`src/gdfs_pkg.sv`:
```
package gdfs_pkg;

   // default epoch: midnight on january 1 of this year
   localparam int EPOCH_YEAR_DEFAULT = 1900;

   localparam logic [31:0] DAY_SECONDS    = 32'd86400;
   localparam logic [31:0] HOUR_SECONDS   = 32'd3600;
   localparam logic [31:0] MINUTE_SECONDS = 32'd60;
   localparam logic [31:0] COMMON_YEAR    = 32'd365;
   localparam logic [31:0] LEAP_YEAR      = 32'd366;

   localparam logic [3:0] MONTH_FEB  = 4'd1;
   localparam logic [3:0] MONTH_LAST = 4'd11;

   typedef enum logic [2:0] {
      ST_IDLE,
      ST_DAYDIV,
      ST_HOURDIV,
      ST_MINDIV,
      ST_YEAR,
      ST_MONTH,
      ST_FINISH
   } state_type;

   // days in a month of a common year, month counted from 0
   function automatic logic [4:0] month_len(input logic [3:0] month);
      logic [4:0] len;
      unique case (month)
         4'd1:                      len = 5'd28;
         4'd3, 4'd5, 4'd8, 4'd10:   len = 5'd30;
         default:                   len = 5'd31;
      endcase
      return len;
   endfunction

   // remainder by 7 of a 9-bit value, reciprocal multiply then correction-free
   function automatic logic [2:0] mod7(input logic [8:0] v);
      logic [17:0] prod;
      logic [8:0]  quot;
      logic [8:0]  rem;
      prod = 18'(v) * 18'd293;
      quot = 9'(prod >> 11);
      rem  = v - 9'(quot * 9'd7);
      return rem[2:0];
   endfunction

endpackage

```
`src/gregorian_datetime_from_seconds.sv`:
```
// seconds count to gregorian calendar date and time of day
//
// req channel carries one word: a 32-bit unsigned count of seconds since
// midnight on january 1 of EPOCH_YEAR (leap seconds ignored). rsp channel
// carries one word per request: second, minute, hour, day of month, month,
// year, weekday (0 is sunday) and day of year.
//
// one shared compare-subtract unit does all the work under a small
// sequencer: restoring division by 86400 for the day count, then by 3600
// for the hour and by 60 for the minute, then a loop that takes off one
// elapsed year at a time, a loop that takes off one elapsed month at a
// time, and a final load. req_ready rises again together with rsp_valid,
// so a new request is taken only once the last one is finished; the
// year loop is the longest part of the work.
//
// reset (synchronous) returns the sequencer to idle and drops rsp_valid.
// the finished word sits in an output register: a stalled receiver does
// not stop the next request from being taken and worked on, but the
// sequencer waits in its final cycle until the held word has gone.
module gregorian_datetime_from_seconds #(
   parameter int EPOCH_YEAR = gdfs_pkg::EPOCH_YEAR_DEFAULT
) (
   input  logic        clock,
   input  logic        reset,
   input  logic        req_valid,
   output logic        req_ready,
   input  logic [31:0] req_seconds_count,
   output logic        rsp_valid,
   input  logic        rsp_ready,
   output logic [5:0]  rsp_second_of_minute,
   output logic [5:0]  rsp_minute_of_hour,
   output logic [4:0]  rsp_hour_of_day,
   output logic [4:0]  rsp_day_of_month,
   output logic [3:0]  rsp_month_number,
   output logic [10:0] rsp_year_number,
   output logic [2:0]  rsp_weekday,
   output logic [8:0]  rsp_day_of_year
);

   // calendar state of the epoch, worked out at elaboration
   localparam int PRIOR_YEAR = EPOCH_YEAR - 1;
   localparam logic [1:0] EPOCH_MOD4   = 2'(EPOCH_YEAR % 4);
   localparam logic [6:0] EPOCH_MOD100 = 7'(EPOCH_YEAR % 100);
   localparam logic [8:0] EPOCH_MOD400 = 9'(EPOCH_YEAR % 400);
   localparam logic [11:0] EPOCH_Y     = 12'(EPOCH_YEAR);
   // weekday of january 1 of the epoch year
   localparam logic [2:0] EPOCH_WD =
      3'((PRIOR_YEAR + PRIOR_YEAR / 4 - PRIOR_YEAR / 100 + PRIOR_YEAR / 400 + 1) % 7);

   gdfs_pkg::state_type state_ff, state_in;

   // working registers
   logic [31:0] rem_ff,    rem_in;     // seconds remainder
   logic [15:0] days_ff,   days_in;    // day count, then day within year/month
   logic [4:0]  hour_ff,   hour_in;
   logic [5:0]  min_ff,    min_in;
   logic [3:0]  step_ff,   step_in;    // quotient bit under test
   logic [11:0] year_ff,   year_in;
   logic [1:0]  mod4_ff,   mod4_in;
   logic [6:0]  mod100_ff, mod100_in;
   logic [8:0]  mod400_ff, mod400_in;
   logic [2:0]  wd_ff,     wd_in;
   logic [8:0]  yday_ff,   yday_in;
   logic [3:0]  month_ff,  month_in;

   // output register
   logic        rsp_valid_ff, rsp_valid_in;
   logic [5:0]  sec_out_ff,   sec_out_in;
   logic [5:0]  min_out_ff,   min_out_in;
   logic [4:0]  hour_out_ff,  hour_out_in;
   logic [4:0]  dom_out_ff,   dom_out_in;
   logic [3:0]  mon_out_ff,   mon_out_in;
   logic [10:0] year_out_ff,  year_out_in;
   logic [2:0]  wd_out_ff,    wd_out_in;
   logic [8:0]  yday_out_ff,  yday_out_in;

   // shared compare-subtract unit
   logic [31:0] sub_a, sub_b;
   logic [32:0] sub_diff;
   logic        sub_borrow;

   logic        accept;
   logic        out_free;
   logic        is_leap;
   logic [8:0]  year_len;
   logic [4:0]  cur_month_len;
   logic [3:0]  wd_sum;

   assign accept   = req_valid && req_ready;
   assign out_free = !rsp_valid_ff || rsp_ready;

   // gregorian rule from the running remainders of the year
   assign is_leap  = (mod100_ff != 7'd0) ? (mod4_ff == 2'd0) : (mod400_ff == 9'd0);
   assign year_len = is_leap ? gdfs_pkg::LEAP_YEAR[8:0] : gdfs_pkg::COMMON_YEAR[8:0];
   assign cur_month_len = gdfs_pkg::month_len(month_ff)
                        + {4'd0, (month_ff == gdfs_pkg::MONTH_FEB) && is_leap};

   // operand selection for the shared unit
   always_comb begin
      sub_a = rem_ff;
      sub_b = '0;
      unique case (state_ff)
         gdfs_pkg::ST_DAYDIV:  sub_b = gdfs_pkg::DAY_SECONDS << step_ff;
         gdfs_pkg::ST_HOURDIV: sub_b = gdfs_pkg::HOUR_SECONDS << step_ff;
         gdfs_pkg::ST_MINDIV:  sub_b = gdfs_pkg::MINUTE_SECONDS << step_ff;
         gdfs_pkg::ST_YEAR: begin
            sub_a = {16'd0, days_ff};
            sub_b = {23'd0, year_len};
         end
         gdfs_pkg::ST_MONTH: begin
            sub_a = {16'd0, days_ff};
            sub_b = {27'd0, cur_month_len};
         end
         default: begin
            sub_a = rem_ff;
            sub_b = '0;
         end
      endcase
   end

   assign sub_diff   = {1'b0, sub_a} - {1'b0, sub_b};
   assign sub_borrow = sub_diff[32];

   // next state
   always_comb begin
      state_in = state_ff;
      unique case (state_ff)
         gdfs_pkg::ST_IDLE:    if (accept) state_in = gdfs_pkg::ST_DAYDIV;
         gdfs_pkg::ST_DAYDIV:  if (step_ff == 4'd0) state_in = gdfs_pkg::ST_HOURDIV;
         gdfs_pkg::ST_HOURDIV: if (step_ff == 4'd0) state_in = gdfs_pkg::ST_MINDIV;
         gdfs_pkg::ST_MINDIV:  if (step_ff == 4'd0) state_in = gdfs_pkg::ST_YEAR;
         gdfs_pkg::ST_YEAR:    if (sub_borrow) state_in = gdfs_pkg::ST_MONTH;
         gdfs_pkg::ST_MONTH: begin
            if (sub_borrow || month_ff == gdfs_pkg::MONTH_LAST) state_in = gdfs_pkg::ST_FINISH;
         end
         gdfs_pkg::ST_FINISH:  if (out_free) state_in = gdfs_pkg::ST_IDLE;
         default:              state_in = gdfs_pkg::ST_IDLE;
      endcase
   end

   // datapath and outputs
   always_comb begin
      rem_in    = rem_ff;
      days_in   = days_ff;
      hour_in   = hour_ff;
      min_in    = min_ff;
      step_in   = step_ff;
      year_in   = year_ff;
      mod4_in   = mod4_ff;
      mod100_in = mod100_ff;
      mod400_in = mod400_ff;
      wd_in     = wd_ff;
      yday_in   = yday_ff;
      month_in  = month_ff;
      wd_sum    = {1'b0, wd_ff} + (is_leap ? 4'd2 : 4'd1);

      sec_out_in  = sec_out_ff;
      min_out_in  = min_out_ff;
      hour_out_in = hour_out_ff;
      dom_out_in  = dom_out_ff;
      mon_out_in  = mon_out_ff;
      year_out_in = year_out_ff;
      wd_out_in   = wd_out_ff;
      yday_out_in = yday_out_ff;
      rsp_valid_in = rsp_valid_ff && !rsp_ready;

      unique case (state_ff)
         gdfs_pkg::ST_IDLE: begin
            if (accept) begin
               rem_in    = req_seconds_count;
               step_in   = 4'd15;
               year_in   = EPOCH_Y;
               mod4_in   = EPOCH_MOD4;
               mod100_in = EPOCH_MOD100;
               mod400_in = EPOCH_MOD400;
               wd_in     = EPOCH_WD;
            end
         end
         gdfs_pkg::ST_DAYDIV: begin
            if (!sub_borrow) rem_in = sub_diff[31:0];
            days_in = {days_ff[14:0], !sub_borrow};
            step_in = (step_ff == 4'd0) ? 4'd4 : step_ff - 4'd1;
         end
         gdfs_pkg::ST_HOURDIV: begin
            if (!sub_borrow) rem_in = sub_diff[31:0];
            hour_in = {hour_ff[3:0], !sub_borrow};
            step_in = (step_ff == 4'd0) ? 4'd5 : step_ff - 4'd1;
         end
         gdfs_pkg::ST_MINDIV: begin
            if (!sub_borrow) rem_in = sub_diff[31:0];
            min_in  = {min_ff[4:0], !sub_borrow};
            step_in = step_ff - 4'd1;
         end
         gdfs_pkg::ST_YEAR: begin
            if (!sub_borrow) begin
               // one more whole year gone: weekday moves on by year length mod 7
               days_in   = sub_diff[15:0];
               year_in   = year_ff + 12'd1;
               mod4_in   = mod4_ff + 2'd1;
               mod100_in = (mod100_ff == 7'd99) ? 7'd0 : mod100_ff + 7'd1;
               mod400_in = (mod400_ff == 9'd399) ? 9'd0 : mod400_ff + 9'd1;
               wd_in     = (wd_sum >= 4'd7) ? 3'(wd_sum - 4'd7) : wd_sum[2:0];
            end else begin
               yday_in  = days_ff[8:0] + 9'd1;
               wd_in    = gdfs_pkg::mod7({6'd0, wd_ff} + days_ff[8:0]);
               month_in = 4'd0;
            end
         end
         gdfs_pkg::ST_MONTH: begin
            if (!sub_borrow && month_ff != gdfs_pkg::MONTH_LAST) begin
               days_in  = sub_diff[15:0];
               month_in = month_ff + 4'd1;
            end
         end
         gdfs_pkg::ST_FINISH: begin
            if (out_free) begin
               sec_out_in   = rem_ff[5:0];
               min_out_in   = min_ff;
               hour_out_in  = hour_ff;
               dom_out_in   = days_ff[4:0] + 5'd1;
               mon_out_in   = month_ff + 4'd1;
               year_out_in  = year_ff[10:0];
               wd_out_in    = wd_ff;
               yday_out_in  = yday_ff;
               rsp_valid_in = 1'b1;
            end
         end
         default: begin
            rem_in = rem_ff;
         end
      endcase
   end

   always_ff @(posedge clock) begin
      if (reset) begin
         state_ff     <= gdfs_pkg::ST_IDLE;
         rsp_valid_ff <= 1'b0;
      end else begin
         state_ff     <= state_in;
         rsp_valid_ff <= rsp_valid_in;
      end
   end

   always_ff @(posedge clock) begin
      rem_ff      <= rem_in;
      days_ff     <= days_in;
      hour_ff     <= hour_in;
      min_ff      <= min_in;
      step_ff     <= step_in;
      year_ff     <= year_in;
      mod4_ff     <= mod4_in;
      mod100_ff   <= mod100_in;
      mod400_ff   <= mod400_in;
      wd_ff       <= wd_in;
      yday_ff     <= yday_in;
      month_ff    <= month_in;
      sec_out_ff  <= sec_out_in;
      min_out_ff  <= min_out_in;
      hour_out_ff <= hour_out_in;
      dom_out_ff  <= dom_out_in;
      mon_out_ff  <= mon_out_in;
      year_out_ff <= year_out_in;
      wd_out_ff   <= wd_out_in;
      yday_out_ff <= yday_out_in;
   end

   assign req_ready            = (state_ff == gdfs_pkg::ST_IDLE);
   assign rsp_valid            = rsp_valid_ff;
   assign rsp_second_of_minute = sec_out_ff;
   assign rsp_minute_of_hour   = min_out_ff;
   assign rsp_hour_of_day      = hour_out_ff;
   assign rsp_day_of_month     = dom_out_ff;
   assign rsp_month_number     = mon_out_ff;
   assign rsp_year_number      = year_out_ff;
   assign rsp_weekday          = wd_out_ff;
   assign rsp_day_of_year      = yday_out_ff;

   // day division leaves a proper remainder for the hour step
   a_day_rem : assert property (@(posedge clock) disable iff (reset)
      (state_ff == gdfs_pkg::ST_HOURDIV) |-> (rem_ff < gdfs_pkg::DAY_SECONDS))
      else $error("remainder after day division out of range");

   // hour division leaves less than an hour for the minute step
   a_hour_rem : assert property (@(posedge clock) disable iff (reset)
      (state_ff == gdfs_pkg::ST_MINDIV) |-> (rem_ff < gdfs_pkg::HOUR_SECONDS))
      else $error("remainder after hour division out of range");

   // year loop leaves less than a year of days
   a_year_days : assert property (@(posedge clock) disable iff (reset)
      (state_ff == gdfs_pkg::ST_MONTH) |-> (days_ff < 16'(gdfs_pkg::LEAP_YEAR)
         && month_ff <= gdfs_pkg::MONTH_LAST))
      else $error("month walk started with too many days");

   // a finished word is loaded and the sequencer frees up together
   a_finish_load : assert property (@(posedge clock) disable iff (reset)
      (state_ff == gdfs_pkg::ST_FINISH && out_free)
         |=> (rsp_valid_ff && state_ff == gdfs_pkg::ST_IDLE))
      else $error("finished word not loaded");

endmodule

```
`config.mk`:
```
export PLATFORM = sky130hd
export DESIGN_NAME = gregorian_datetime_from_seconds
export DESIGN_NICKNAME = d
export VERILOG_FILES = /design/src/gdfs_pkg.sv /design/src/gregorian_datetime_from_seconds.sv
export SDC_FILE = /design/constraint.sdc
export NUM_CORES = 1
export LEC_CHECK = 0
export BUFFER_PORTS_ARGS = -buffer_cell sky130_fd_sc_hd__buf_2
export CAP_MARGIN = 5
export CORE_MARGIN = 2
export CORE_UTILIZATION = 45
export DETAILED_ROUTE_END_ITERATION = 16
export PLACE_DENSITY = 0.65
export SLEW_MARGIN = 25
export SYNTH_ARGS = -nofsm -noshare
export SYNTH_HDL_FRONTEND = slang
export SYNTH_SLANG_ARGS = --single-unit
```
`constraint.sdc`:
```
create_clock -name clock -period 6.3 [get_ports clock]
set_input_delay 1.26 -clock clock [delete_from_list [all_inputs] [get_ports clock]]
set_output_delay 1.26 -clock clock [all_outputs]
set_load 0.01 [all_outputs]
```
# Word-level counts from Yosys, hierarchy flattened
# Cells that the tools add are included.
dict set report word_totals {
  reg_bits 162
  in_bits 36
  output_inout_bits 51
  elab_cells 144
}
dict set report classes {
  n_addsub 14
  n_mul 2
  order_cmp 1
  n_eq_ne 25
  n_shift 3
  n_mux 46
  reduce_logical 31
}
# operator count
set ops {}
lappend ops {{one-hot mux 32 bit (5 select lines)} 1}
lappend ops {{two-way mux 32 bit} 3}
lappend ops {{one-hot mux 32 bit (2 select lines)} 1}
lappend ops {{one-hot mux 16 bit (3 select lines)} 1}
lappend ops {{subtractor 32 x 32 -> 33 bit} 1}
lappend ops {{two-way mux 16 bit} 2}
lappend ops {{<< shifter 12 x 4 -> 32 bit (first input constant)} 1}
lappend ops {{<< shifter 17 x 4 -> 32 bit (first input constant)} 1}
lappend ops {{<< shifter 6 x 4 -> 32 bit (first input constant)} 1}
lappend ops {{two-way mux 3 bit} 9}
lappend ops {{two-way mux 9 bit} 3}
lappend ops {{two-way mux 12 bit} 2}
lappend ops {{one-hot mux 12 bit (2 select lines)} 1}
lappend ops {{two-way mux 7 bit} 3}
lappend ops {{one-hot mux 3 bit (7 select lines)} 1}
lappend ops {{two-way mux 4 bit} 5}
lappend ops {{adder 9 x 1 -> 9 bit (second input constant)} 2}
lappend ops {{multiplier 9 x 9 -> 18 bit (second input constant)} 1}
lappend ops {{inequality test 2 bit (second input constant)} 9}
lappend ops {{one-hot mux 9 bit (2 select lines)} 1}
lappend ops {{one-hot mux 4 bit (4 select lines)} 1}
lappend ops {{one-hot mux 7 bit (2 select lines)} 1}
lappend ops {{adder 12 x 1 -> 12 bit (second input constant)} 1}
lappend ops {{equality test 4 bit (second input constant)} 3}
lappend ops {{other kinds (44)} 67}

# Logic depth before layout (Yosys ltp)
# Gate-level depths: netlist of the first run.
dict set report depth {
  word_depth 10
  ltp_mapped 29
  depth_no_buf 29
}

# Least setup slack after synthesis of the first run
# No wires, ideal clock.
dict set report synth_path {
  kind {register -> register}
  startpoint {reg days_ff[0]}
  endpoint {reg wd_ff[2] (data pin)}
  setup_time_ns 0.256
  arrival_time_ns 6.117
  required_time_ns 6.044
  slack_ns -0.073
  stages_incl_launch_ff 30
  n_path_buf 0
  synth_period_minus_slack_ns 6.373
  cell_sequence {edfxtp_1 ha_1 fa_1 a21o_1 nand2_1 nor2_1 xor2_1 ha_1 ha_1 ha_1 inv_1 fa_1 inv_1 ha_1 nand4_1 nor2_1 a221o_1 a31oi_1 inv_1 a21oi_1 xnor2_1 xnor2_1 fa_1 xnor2_1 xnor2_1 xnor2_1 xnor2_1 xnor2_1 xnor2_1 o211a_1}
}
dict set report synth_between {
  elab_chain_len 6
}
# element line_no
set synth_rtl {}
lappend synth_rtl {{start, declared} gregorian_datetime_from_seconds.sv:54} ;# logic [15:0] days_ff, days_in;
lappend synth_rtl {{start signal, assigned} gregorian_datetime_from_seconds.sv:246} ;# days_ff <= days_in;
lappend synth_rtl {{adder 3 x 9 -> 9 bit} gregorian_datetime_from_seconds.sv:205} ;# wd_in = gdfs_pkg::mod7({6'd0, wd_ff} + days_ff[8:0]);
lappend synth_rtl {{multiplier 9 x 9 -> 18 bit} gdfs_pkg.sv:41} ;# prod = 18'(v) * 18'd293;
lappend synth_rtl {{multiplier 7 x 3 -> 3 bit} gdfs_pkg.sv:43} ;# rem = v - 9'(quot * 9'd7);
lappend synth_rtl {{subtractor 3 bit} gdfs_pkg.sv:43}
lappend synth_rtl {{two-way mux 3 bit (*)} gregorian_datetime_from_seconds.sv:195} ;# if (!sub_borrow) begin
lappend synth_rtl {{one-hot mux 3 bit (2 select lines) (*)} gregorian_datetime_from_seconds.sv:167} ;# unique case (state_ff)
lappend synth_rtl {{end signal, assigned} gregorian_datetime_from_seconds.sv:254} ;# wd_ff <= wd_in;
lappend synth_rtl {{end, declared} gregorian_datetime_from_seconds.sv:62} ;# logic [2:0] wd_ff, wd_in;
# Every way passes the cells marked *; elsewhere a longest branch is shown, timed or not.
# A chain may end at the register's enable or synchronous reset.

# Final worst setup path of the first run
dict set report layout_path {
  startpoint {reg wd_ff[0]}
  endpoint {reg wd_ff[2] (data pin)}
}
dict set report layout_between {
  elab_chain_len 6
}
# element line_no
set layout_rtl {}
lappend layout_rtl {{adder 3 x 9 -> 9 bit} gregorian_datetime_from_seconds.sv:205}
lappend layout_rtl {{multiplier 9 x 9 -> 18 bit} gdfs_pkg.sv:41}
lappend layout_rtl {{multiplier 7 x 3 -> 3 bit} gdfs_pkg.sv:43}
lappend layout_rtl {{subtractor 3 bit} gdfs_pkg.sv:43}
lappend layout_rtl {{two-way mux 3 bit (*)} gregorian_datetime_from_seconds.sv:195}
lappend layout_rtl {{one-hot mux 3 bit (2 select lines) (*)} gregorian_datetime_from_seconds.sv:167}
# Marked as above.

==> results of run 1 <==
==> critical path: cells and delay by family (launching register included) <==
family	cells	cell delay (ns)
adders and majority gates	8	2.41
AOI/OAI and AO/OA	6	1.37
xor gates and xnor gates	9	1.21
DFF	1	0.44
buffers and inverters	4	0.32
and+or+nand+nor	1	0.10
==> cells by family (layout without fill, tap and decap cells) <==
logic type | count (synthesis) | after routing | share of synthesized area, %
flops | 161 | 161 | 45.27
fa+ha+maj | 95 | 95 | 12.00
simple gates | 400 | 400 | 16.62
xor+xnor | 79 | 79 | 6.533
compound gates | 241 | 241 | 15.26
buf+inv | 107 | 223 | 3.816
mux | 5 | 5 | 0.4962
==> cells in the final DEF, fill, tap and decap left out, types with 5 or more instances in the layout <==
cell type	n
and2_1	18
o21ai_1	7
nor2_1	87
clkinv_8	7
a21o_1	20
ha_4	6
nand4_1	7
xnor2_2	6
nand2b_1	5
o22ai_1	6
and3_1	12
o21ai_0	71
nand3_1	47
or3_1	5
clkbuf_16	17
o21a_1	11
a22oi_1	5
o221ai_1	7
nor3_1	16
xor2_1	30
o32ai_1	5
a21oi_1	47
a31oi_1	6
inv_1	55
buf_2	86
ha_1	78
edfxtp_1	157
nand2_1	183
xnor2_1	42
buf_4	44
fa_1	9
==> worst max-delay path by stage <==
stage	endpoint	slack [ns]	startpoint
2_1_floorplan	wd_ff[2]$_SDFFCE_PN0P_	0.01	days_ff[0]$_DFFE_PP_
3_3_place_gp	wd_ff[2]$_SDFFCE_PN0P_	-0.06	days_ff[0]$_DFFE_PP_
3_5_place_dp	wd_ff[2]$_SDFFCE_PN0P_	-0.14	days_ff[0]$_DFFE_PP_
4_1_cts	wd_ff[2]$_SDFFCE_PN0P_	0.01	days_ff[0]$_DFFE_PP_
5_1_grt	wd_ff[2]$_SDFFCE_PN0P_	-0.15	wd_ff[0]$_SDFFCE_PN1P_
6_report	wd_ff[2]$_SDFFCE_PN0P_	0.20	wd_ff[0]$_SDFFCE_PN1P_
==> stage by stage <==
step | cell area, um^2 | cells
6_report | 12420 | 1523
3_3_place_gp | 11590 | 1485
4_1_cts | 12230 | 1518
3_5_place_dp | 11590 | 1485
5_1_grt | 12420 | 1523
2_1_floorplan | 10610 | 1088
==> state kept, by name, indices dropped and copies added (netlist names), 4 cells and up <==
signal / count
mod400_ff: 9
mod100_ff: 7
min_ff: 6
year_ff: 11
days_ff: 16
rsp_second_of_minute: 6
rem_ff: 32
step_ff: 4
rsp_minute_of_hour: 6
rsp_month_number: 4
hour_ff: 5
yday_ff: 9
rsp_year_number: 11
month_ff: 4
rsp_day_of_month: 5
rsp_day_of_year: 9
rsp_hour_of_day: 5
==> layout make-up <==
type	count	area, um^2	area share (%)
Sequential cell	161	4795	38.60
Timing Repair Buffer	131	780.7	6.285
Multi-Input combinational cell	820	5605	45.12
Inverter	60	225.2	1.813
Clock inverter	15	191.4	1.541
Tap cell	319	399.1	3.213
Clock buffer	17	425.4	3.425
==> what timing repair did <==
action                                  in CTS  in global routing
endpoints found under the setup margin       1                  1
buffers inserted                             1                  5
pin swaps                                    9                 30
cloned                                       0                  0
gates resized for setup                      5                 22
==> layer usage <==
| layer | vias to the layer above | global-route usage [%] |
|---|---|---|
| li1 | 4124 | - |
| met1 | 3913 | 26.39 |
| met2 | 210 | 33.77 |
| met3 | 34 | 3.634 |
| met4 | 0 | 5.758 |
| met5 | - | 0 |
==> results.tsv, run 1 <==
metric	value	unit
outcome	finished clean	
met2_length	11.80	mm
met1Wirelength	11.18	mm
highest_layer	met4	
finalWorstSetupSlack	0.1970	ns
r2r_start	wd_ff[0]$_SDFFCE_PN1P_	
fin_crit	6.103	ns
cts_max_level	4	
nets	1322	
max_freq	0.1639	GHz
n_fill_cell	2138	
synth.distinct_cells	72	
period_share	96.87	%
io_pins	87	
setup_viol	0	
coreArea	0.02326	mm^2
slew_viol_final	0	
totalWireLength	24.41	mm
cap_viol_max_count	0	
grt_overflow	0	
crit_path_max_incr_delay	0.50	ns
syn_inst	1088	
dieArea	0.02478	mm^2
syn2layout_area_growth	17.28	%
final_util	53.40	%
grt_pass1_vias	7941	
hold_violations	0	
cp-end-kind	flop	
rsz0062_at_grt	yes	
clock_path_buffers	2	
final_layout_size_suffix_gt1_share	16.94	%
synth_top_area_share	44.51	%
drt_first_iter_violations	706	
synthesis.area	0.01059	mm^2
tns	0	ns
reg2reg_depth	28	
rows	56	
cts_sinks	161	
clk_latency	0.44	ns
hp-start	yday_ff[1]$_DFFE_PP_	
clk_pin_slew	0.08	ns
antenna_found_initial	0	
synth_common_cells	nand2_1 (184), edfxtp_1 (157), nor2_1 (89), ha_1 (84), o21ai_0 (71)	
synthArstFlopShare	0	%
slowest_stage	fa_1	
tritoncts	built	
drt_first_pass_iters	6	
path_max_fanout	3	
synth.area.top_cells	edfxtp_1 (45%), ha_1 (9.9%), nand2_1 (6.5%)	
hold_path.class	reg2reg	
start_util	45.53	%
die_h	157.4	um
min_path_cells	0	
viasPerCell	5.437	
route.met3.wl	1.003	mm
synth_edf_count	157	
crit_type	reg2reg	
ctsRootBufferMaster	clkbuf_16	
grt_pass1_wl	39.29	mm
ys_seq_area_share	45.27	%
hold_slack	0.4127	ns
grt_use_total	20.03	%
hold_path_end	rsp_day_of_year[1]$_DFFE_PP_	
ctsHoldBuffers	0	
worst_pin_slew	0.8278	ns
grt_max_degree	63	
globalplace.congestion	0.8934	
cpMostUsedCell	xnor2_1	
yosysMostFrequentCell	nand2_1	
relSlewSlack	44.81	%
diodes	0	
final_antenna_net_count	0	
dp_hpwl	17.38	mm
rr_endpoint	wd_ff[2]$_SDFFCE_PN0P_	
ff2ff_setup_slack	0.20	ns
cp-start-kind	flop	
num_vias	8281	
synth_warnings	0	
finClkSkew	0.01304	ns
syn_avg_cell_area	9.735	um^2
yosysTopAreaCell	edfxtp_1	
wl_per_cell	16.03	um
cts_buffers	17	
io_buffers	86	
syn_nets	1219	
ys.flop_type	edfxtp_1	
drcViolationCount	0	
chipWidth	157.4	um
required	6.50	ns
synth-seq-cells	161	
pre_cts_ws	-0.1403	ns
arrival	6.31	ns
Power of run 1 is left out: the tool's default activity adds up to more than one toggle a clock period on the data nets, which glitch-free logic cannot reach.
==> inputs of run 2 (changes only) <==
--- a/config.mk
+++ b/config.mk
@@ -11,6 +11,7 @@
 export CORE_UTILIZATION = 45
 export DETAILED_ROUTE_END_ITERATION = 16
 export PLACE_DENSITY = 0.65
+export RECOVER_POWER = 100
 export SLEW_MARGIN = 25
 export SYNTH_ARGS = -nofsm -noshare
 export SYNTH_HDL_FRONTEND = slang
==> results.tsv, run 2 (synthesis gave the netlist of run 1 again) <==
metric	value	unit	change
reg_top3	rem_ff x32, days_ff x16		unchanged
syn2layout_area_growth	17.21	%	was 17.28%
cp-end-kind	flop		unchanged
viasPerCell	5.429		was 5.437
mostFrequentLayoutCells	nand2_1 (183), edfxtp_1 (157), nor2_1 (87)		unchanged
crit_path_max_incr_delay	0.50	ns	about the same
hp-start	yday_ff[1]$_DFFE_PP_		unchanged
path_max_fanout	3		unchanged
ff2ff_setup_slack	0.20	ns	about the same
arrival	6.31	ns	about the same
setup_viol	0		unchanged
cp-start-kind	flop		unchanged
drt_first_iter_violations	705		was 706
hold_path_end	rsp_day_of_year[1]$_DFFE_PP_		unchanged
ctsRootBufferMaster	clkbuf_16		unchanged
drt_first_pass_iters	5		was 6
largest_reg_flops	32		unchanged
final_util	53.37	%	was 53.40%
cts_sinks	161		unchanged
register_area	0.004795	mm^2	unchanged
required	6.50	ns	about the same
chipWidth	157.4	um	unchanged
n_fill_cell	2142		was 2,138
tns	0	ns	unchanged
min_path_cells	0		unchanged
num_vias	8269		was 8,281
mostFrequentLayoutCell	nand2_1		unchanged
final_layout_size_suffix_gt1_share	16.78	%	was 16.94%
fin_crit	6.105	ns	was 6.103 ns
dp.cells	1485		unchanged
slew_viol_final	0		unchanged
globalplace.congestion	0.8934		unchanged
multiInputGateArea	0.005605	mm^2	unchanged
hold_slack	0.4115	ns	was 0.4127 ns
drcViolationCount	0		unchanged
coreArea	0.02326	mm^2	unchanged
io_buffers	86		unchanged
rsz0062_at_grt	yes		unchanged
finClkSkew	0.01385	ns	was 0.01304 ns
antenna_found_initial	0		unchanged
grt_pass1_wl	39.29	mm	unchanged
tritoncts	built		unchanged
clock_path_buffers	2		unchanged
grt_use_total	20.03	%	unchanged
cts_buffers	17		unchanged
rr_endpoint	wd_ff[2]$_SDFFCE_PN0P_		unchanged
hold_violations	0		unchanged
regMostFlops	rem_ff		unchanged
relSlewSlack	44.91	%	was 44.81%
die_h	157.4	um	unchanged
outcome	finished clean		unchanged
totalWireLength	24.34	mm	was 24.41 mm
grt_max_degree	63		unchanged
grt_pass1_vias	7941		unchanged
slowest_stage	fa_1		unchanged
r2r_start	wd_ff[0]$_SDFFCE_PN1P_		unchanged
clk_latency	0.44	ns	about the same
diodes	0		unchanged
cts_max_level	4		unchanged
dp_hpwl	17.38	mm	unchanged
crit_type	reg2reg		unchanged
rows	56		unchanged
crit_start	wd_ff[0]$_SDFFCE_PN1P_		unchanged
nets	1322		unchanged
max_freq	0.1638	GHz	was 0.1639 GHz
clk_pin_slew	0.08	ns	about the same
final_antenna_net_count	0		unchanged
wl_per_cell	15.98	um	was 16.03 um
worst_pin_slew	0.8263	ns	was 0.8278 ns
period_share	96.90	%	was 96.87%
grt_overflow	0		unchanged
cap_viol_max_count	0		unchanged
dieArea	0.02478	mm^2	unchanged
cpMostUsedCell	xnor2_1		unchanged
reg2reg_depth	28		unchanged
start_util	45.53	%	unchanged
io_pins	87		unchanged
hold_path.class	reg2reg		unchanged
fin_cells	1523		unchanged
## run 2: cell count changes in the layout (fill, tap and decap cells not counted), sizes merged
cell and delta:
clkbuf +2, buf -2
## run 2: metrics by stage
step,instance area [um^2],setup WS (ns)
floorplan,10610,0.01389
global placement,11590,-0.06036
detailed placement,11590,-0.1403
CTS,12230,0.009954
global route,12410,-0.1451
finish,12410,0.1952
## run 2: worst max-delay path: cells and delay by family, from the launching register on
| kind | cells | cell delay, ns |
|---|---|---|
| DFF | 1 | 0.44 |
| xor gates and xnor gates | 9 | 1.21 |
| adders and majority gates | 8 | 2.41 |
| and+or+nand+nor | 1 | 0.10 |
| AOI/OAI and AO/OA | 6 | 1.38 |
| buffers and inverters | 4 | 0.32 |
## run 2: layout make-up
class                   instances  share of cell area, %
clock inverters                15                  1.542
clock buffers                  17                  3.427
flip-flops and latches        161                  38.62
repair buffers                131                  6.229
well taps                     319                  3.215
multi-input cells             820                  45.15
inverters                      60                  1.814
## run 2: worst max path at each step
stage,endpoint,cells past startpoint,slack (ns)
detailed placement,wd_ff[2]$_SDFFCE_PN0P_,29,-0.14
floorplan,wd_ff[2]$_SDFFCE_PN0P_,29,0.01
finish,wd_ff[2]$_SDFFCE_PN0P_,28,0.20
CTS,wd_ff[2]$_SDFFCE_PN0P_,29,0.01
global route,wd_ff[2]$_SDFFCE_PN0P_,29,-0.15
global placement,wd_ff[2]$_SDFFCE_PN0P_,29,-0.06
## run 2: routing by layer
| layer | track usage, % | wire length [um] |
|---|---|---|
| met3 | 3.634 | 973 |
| met5 | 0 | 0 |
| met4 | 5.758 | 422 |
| met1 | 26.39 | 11150 |
| met2 | 33.77 | 11800 |
## run 2: repair_timing
action	4_1_cts	5_1_grt
setup buffers	1	5
gates resized for setup	5	22
pin swaps	9	30
endpoints found under the setup margin	1	1
hold buffers	0	0
Power of run 2 is left out for the same reason.
==> inputs of run 3 (changes only) <==
--- a/config.mk
+++ b/config.mk
@@ -5,6 +5,7 @@
 export SDC_FILE = /design/constraint.sdc
 export NUM_CORES = 1
 export LEC_CHECK = 0
+export ABC_AREA = 1
 export BUFFER_PORTS_ARGS = -buffer_cell sky130_fd_sc_hd__buf_2
 export CAP_MARGIN = 5
 export CORE_MARGIN = 2
==> results.tsv, run 3 <==
metric	value	unit	change
outcome	finished with violations		was finished clean
violations	capacitance limit, slew limit		
arrival	6.11	ns	was 6.31 ns
cap_viol_max_count	1		was 0
nets	1538		was 1,322
drt_first_pass_iters	5		unchanged
rr_endpoint	wd_ff[2]$_SDFFCE_PN0P_		unchanged
io_buffers	86		unchanged
globalplace.congestion	0.9437		was 0.8934
grt_pass1_vias	8640		was 7,941
slowest_stage	fa_1		unchanged
synthMuxAreaShare	0.09100	%	was 0.4962%
die_h	160.3	um	was 157.4 um
coreArea	0.02418	mm^2	was 0.02326 mm^2
start_util	45.50	%	was 45.53%
crit_type	reg2reg		unchanged
tns	0	ns	unchanged
hp-start	yday_ff[8]$_DFFE_PP_		was yday_ff[1]$_DFFE_PP_
syn2layout_area_growth	12.49	%	was 17.21%
io_pins	87		unchanged
finClkSkew	0.02543	ns	was 0.01385 ns
final_layout_size_suffix_gt1_share	8.521	%	was 16.78%
yosys.area_share.simple	23.56	%	was 16.62%
reg2reg_depth	34		was 28
viasPerCell	5.114		was 5.429
fin_crit	5.923	ns	was 6.105 ns
synth_common_cells	nand2_1 (319), inv_1 (194), edfxtp_1 (157), nor2_1 (119), o21ai_0 (86)		was nand2_1 (184), edfxtp_1 (157), nor2_1 (89), ha_1 (84), o21ai_0 (71)
clk_pin_slew	0.07	ns	was 0.08 ns
crit_family	adder cells		unchanged
cpMostUsedCell	nand2_1		was xnor2_1
synth_fa_ha_area_share	11.56	%	was 12.00%
period_share	94.01	%	was 96.90%
antenna_found_initial	0		unchanged
grt_overflow	0		unchanged
slew_viol_final	43		was 0
cts_buffers	17		unchanged
wl_per_cell	14.48	um	was 15.98 um
ys_seq_area_share	43.59	%	was 45.27%
hold_path_end	rsp_day_of_year[8]$_DFFE_PP_		was rsp_day_of_year[1]$_DFFE_PP_
cp-end-kind	flop		unchanged
synth_edf_count	157		unchanged
crit_path_max_incr_delay	0.51	ns	was 0.50 ns
ctsHoldBuffers	0		unchanged
syn_nets	1447		was 1,219
grt_use_total	19.98	%	was 20.03%
yosysMostFrequentCell	nand2_1		unchanged
diodes	0		unchanged
ctsRootBufferMaster	clkbuf_16		unchanged
synthArstFlopShare	0	%	unchanged
synth_warnings	0		unchanged
cts_sinks	161		unchanged
syn_avg_cell_area	8.358	um^2	was 9.735 um^2
cp-start-kind	flop		unchanged
synth_xor_area_share	3.344	%	was 6.533%
synth.area.top_cells	edfxtp_1 (43%), nand2_1 (11%), ha_1 (9.6%)		was edfxtp_1 (45%), ha_1 (9.9%), nand2_1 (6.5%)
final_antenna_net_count	0		unchanged
synth_compound_area_share	9.931	%	was 15.26%
drcViolationCount	0		unchanged
reg_top3	rem_ff x32, days_ff x16		unchanged
regMostFlops	rem_ff		unchanged
relSlewSlack	-40.92	%	was 44.91%
n_fill_cell	2335		was 2,142
cp_num_buf_inv	2		was 4
mostFrequentLayoutCell	nand2_1		unchanged
drt_first_iter_violations	552		was 705
chipWidth	160.3	um	was 157.4 um
r2r_start	days_ff[0]$_DFFE_PP_		was wd_ff[0]$_SDFFCE_PN1P_
yosysTopAreaCell	edfxtp_1		unchanged
max_freq	0.1688	GHz	was 0.1638 GHz
totalWireLength	25.25	mm	was 24.34 mm
rows	57		was 56
hold_violations	0		unchanged
syn_inst	1316		was 1,088
synth-seq-cells	161		unchanged
dieArea	0.02571	mm^2	was 0.02478 mm^2
num_vias	8918		was 8,269
dp_hpwl	19.64	mm	was 17.38 mm
setup_viol	0		unchanged
cts_max_level	4		unchanged
ys.flop_type	edfxtp_1		unchanged
largest_reg_flops	32		unchanged
synth_top_area_share	42.86	%	was 44.51%
grt_max_degree	50		was 63
synth.distinct_cells	51		was 72
synth_top_family_by_area	simple AND/OR/NAND/NOR gates		unchanged
required	6.49	ns	was 6.50 ns
mostFrequentLayoutCells	nand2_1 (323), inv_1 (196), edfxtp_1 (157)		was nand2_1 (183), edfxtp_1 (157), nor2_1 (87)
tritoncts	built		unchanged
ff2ff_setup_slack	0.38	ns	was 0.20 ns
min_path_cells	0		unchanged
hold_path.class	reg2reg		unchanged
synthesis.area	0.01100	mm^2	was 0.01059 mm^2
worst_pin_slew	2.114	ns	was 0.8263 ns
path_max_fanout	4		was 3
clk_latency	0.45	ns	was 0.44 ns
grt_pass1_wl	41.26	mm	was 39.29 mm
clock_path_buffers	2		unchanged
[run 3: cell families (layout without fill, tap and decap cells)]
kind of cell,count (synthesis),in the layout
AND/OR/NAND/NOR,597,597
buffers and inverters,229,333
AO/OA/AOI/OAI,191,191
flip-flops,161,161
adder cells (fa/ha/maj),95,95
XOR/XNOR,42,42
multiplexers,1,1
[run 3: through the flow]
stage | utilization (%) | cell area [um^2] | setup WS, ns | cells | hold slack (ns)
after floorplan | - | 11000 | 0.8254 | 1316 | 0.4003
after global placement | 48.83 | 11810 | 0.4865 | 1708 | 0.4005
after detailed placement | 48.83 | 11810 | 0.3316 | 1708 | 0.4045
after CTS | 51.45 | 12440 | 0.2710 | 1740 | 0.4183
after global routing | 51.18 | 12370 | -0.04678 | 1744 | 0.4229
final | 51.18 | 12370 | 0.3774 | 1744 | 0.4155
[run 3: what timing repair did]
| item | in CTS | in global routing |
|---|---|---|
| gates resized for setup | 0 | 8 |
| endpoints found under the setup margin | 0 | 1 |
| buffers inserted | 0 | 4 |
[run 3: worst max-delay path by stage]
stage | startpoint | end | slack, ns | depth (start not counted)
after floorplan | days_ff[0]$_DFFE_PP_ | wd_ff[2]$_SDFFCE_PN0P_ | 0.83 | 34
after global placement | days_ff[0]$_DFFE_PP_ | wd_ff[2]$_SDFFCE_PN0P_ | 0.49 | 34
after detailed placement | days_ff[0]$_DFFE_PP_ | wd_ff[2]$_SDFFCE_PN0P_ | 0.33 | 34
after CTS | days_ff[0]$_DFFE_PP_ | wd_ff[2]$_SDFFCE_PN0P_ | 0.27 | 34
after global routing | days_ff[0]$_DFFE_PP_ | wd_ff[2]$_SDFFCE_PN0P_ | -0.05 | 34
final | days_ff[0]$_DFFE_PP_ | wd_ff[2]$_SDFFCE_PN0P_ | 0.38 | 34
[run 3: cell type report]
| cell class | count | area [um^2] | area share, % |
|---|---|---|---|
| multi-input cells | 926 | 5341 | 43.17 |
| flip-flops and latches | 161 | 4795 | 38.75 |
| inverters | 204 | 765.7 | 6.189 |
| repair buffers | 97 | 434.2 | 3.509 |
| clock buffers | 17 | 425.4 | 3.438 |
| well taps | 324 | 405.4 | 3.276 |
| clock inverters | 15 | 206.4 | 1.669 |
[run 3: routing by layer]
metal | vias up | global-route usage, % | routed length, um
met3 | 36 | 3.280 | 1126
met2 | 230 | 34.24 | 11910
li1 | 4556 | - | -
met4 | 0 | 5.774 | 459
met5 | - | 0 | 0
met1 | 4096 | 26.25 | 11760
Power of run 3 is left out for the same reason.
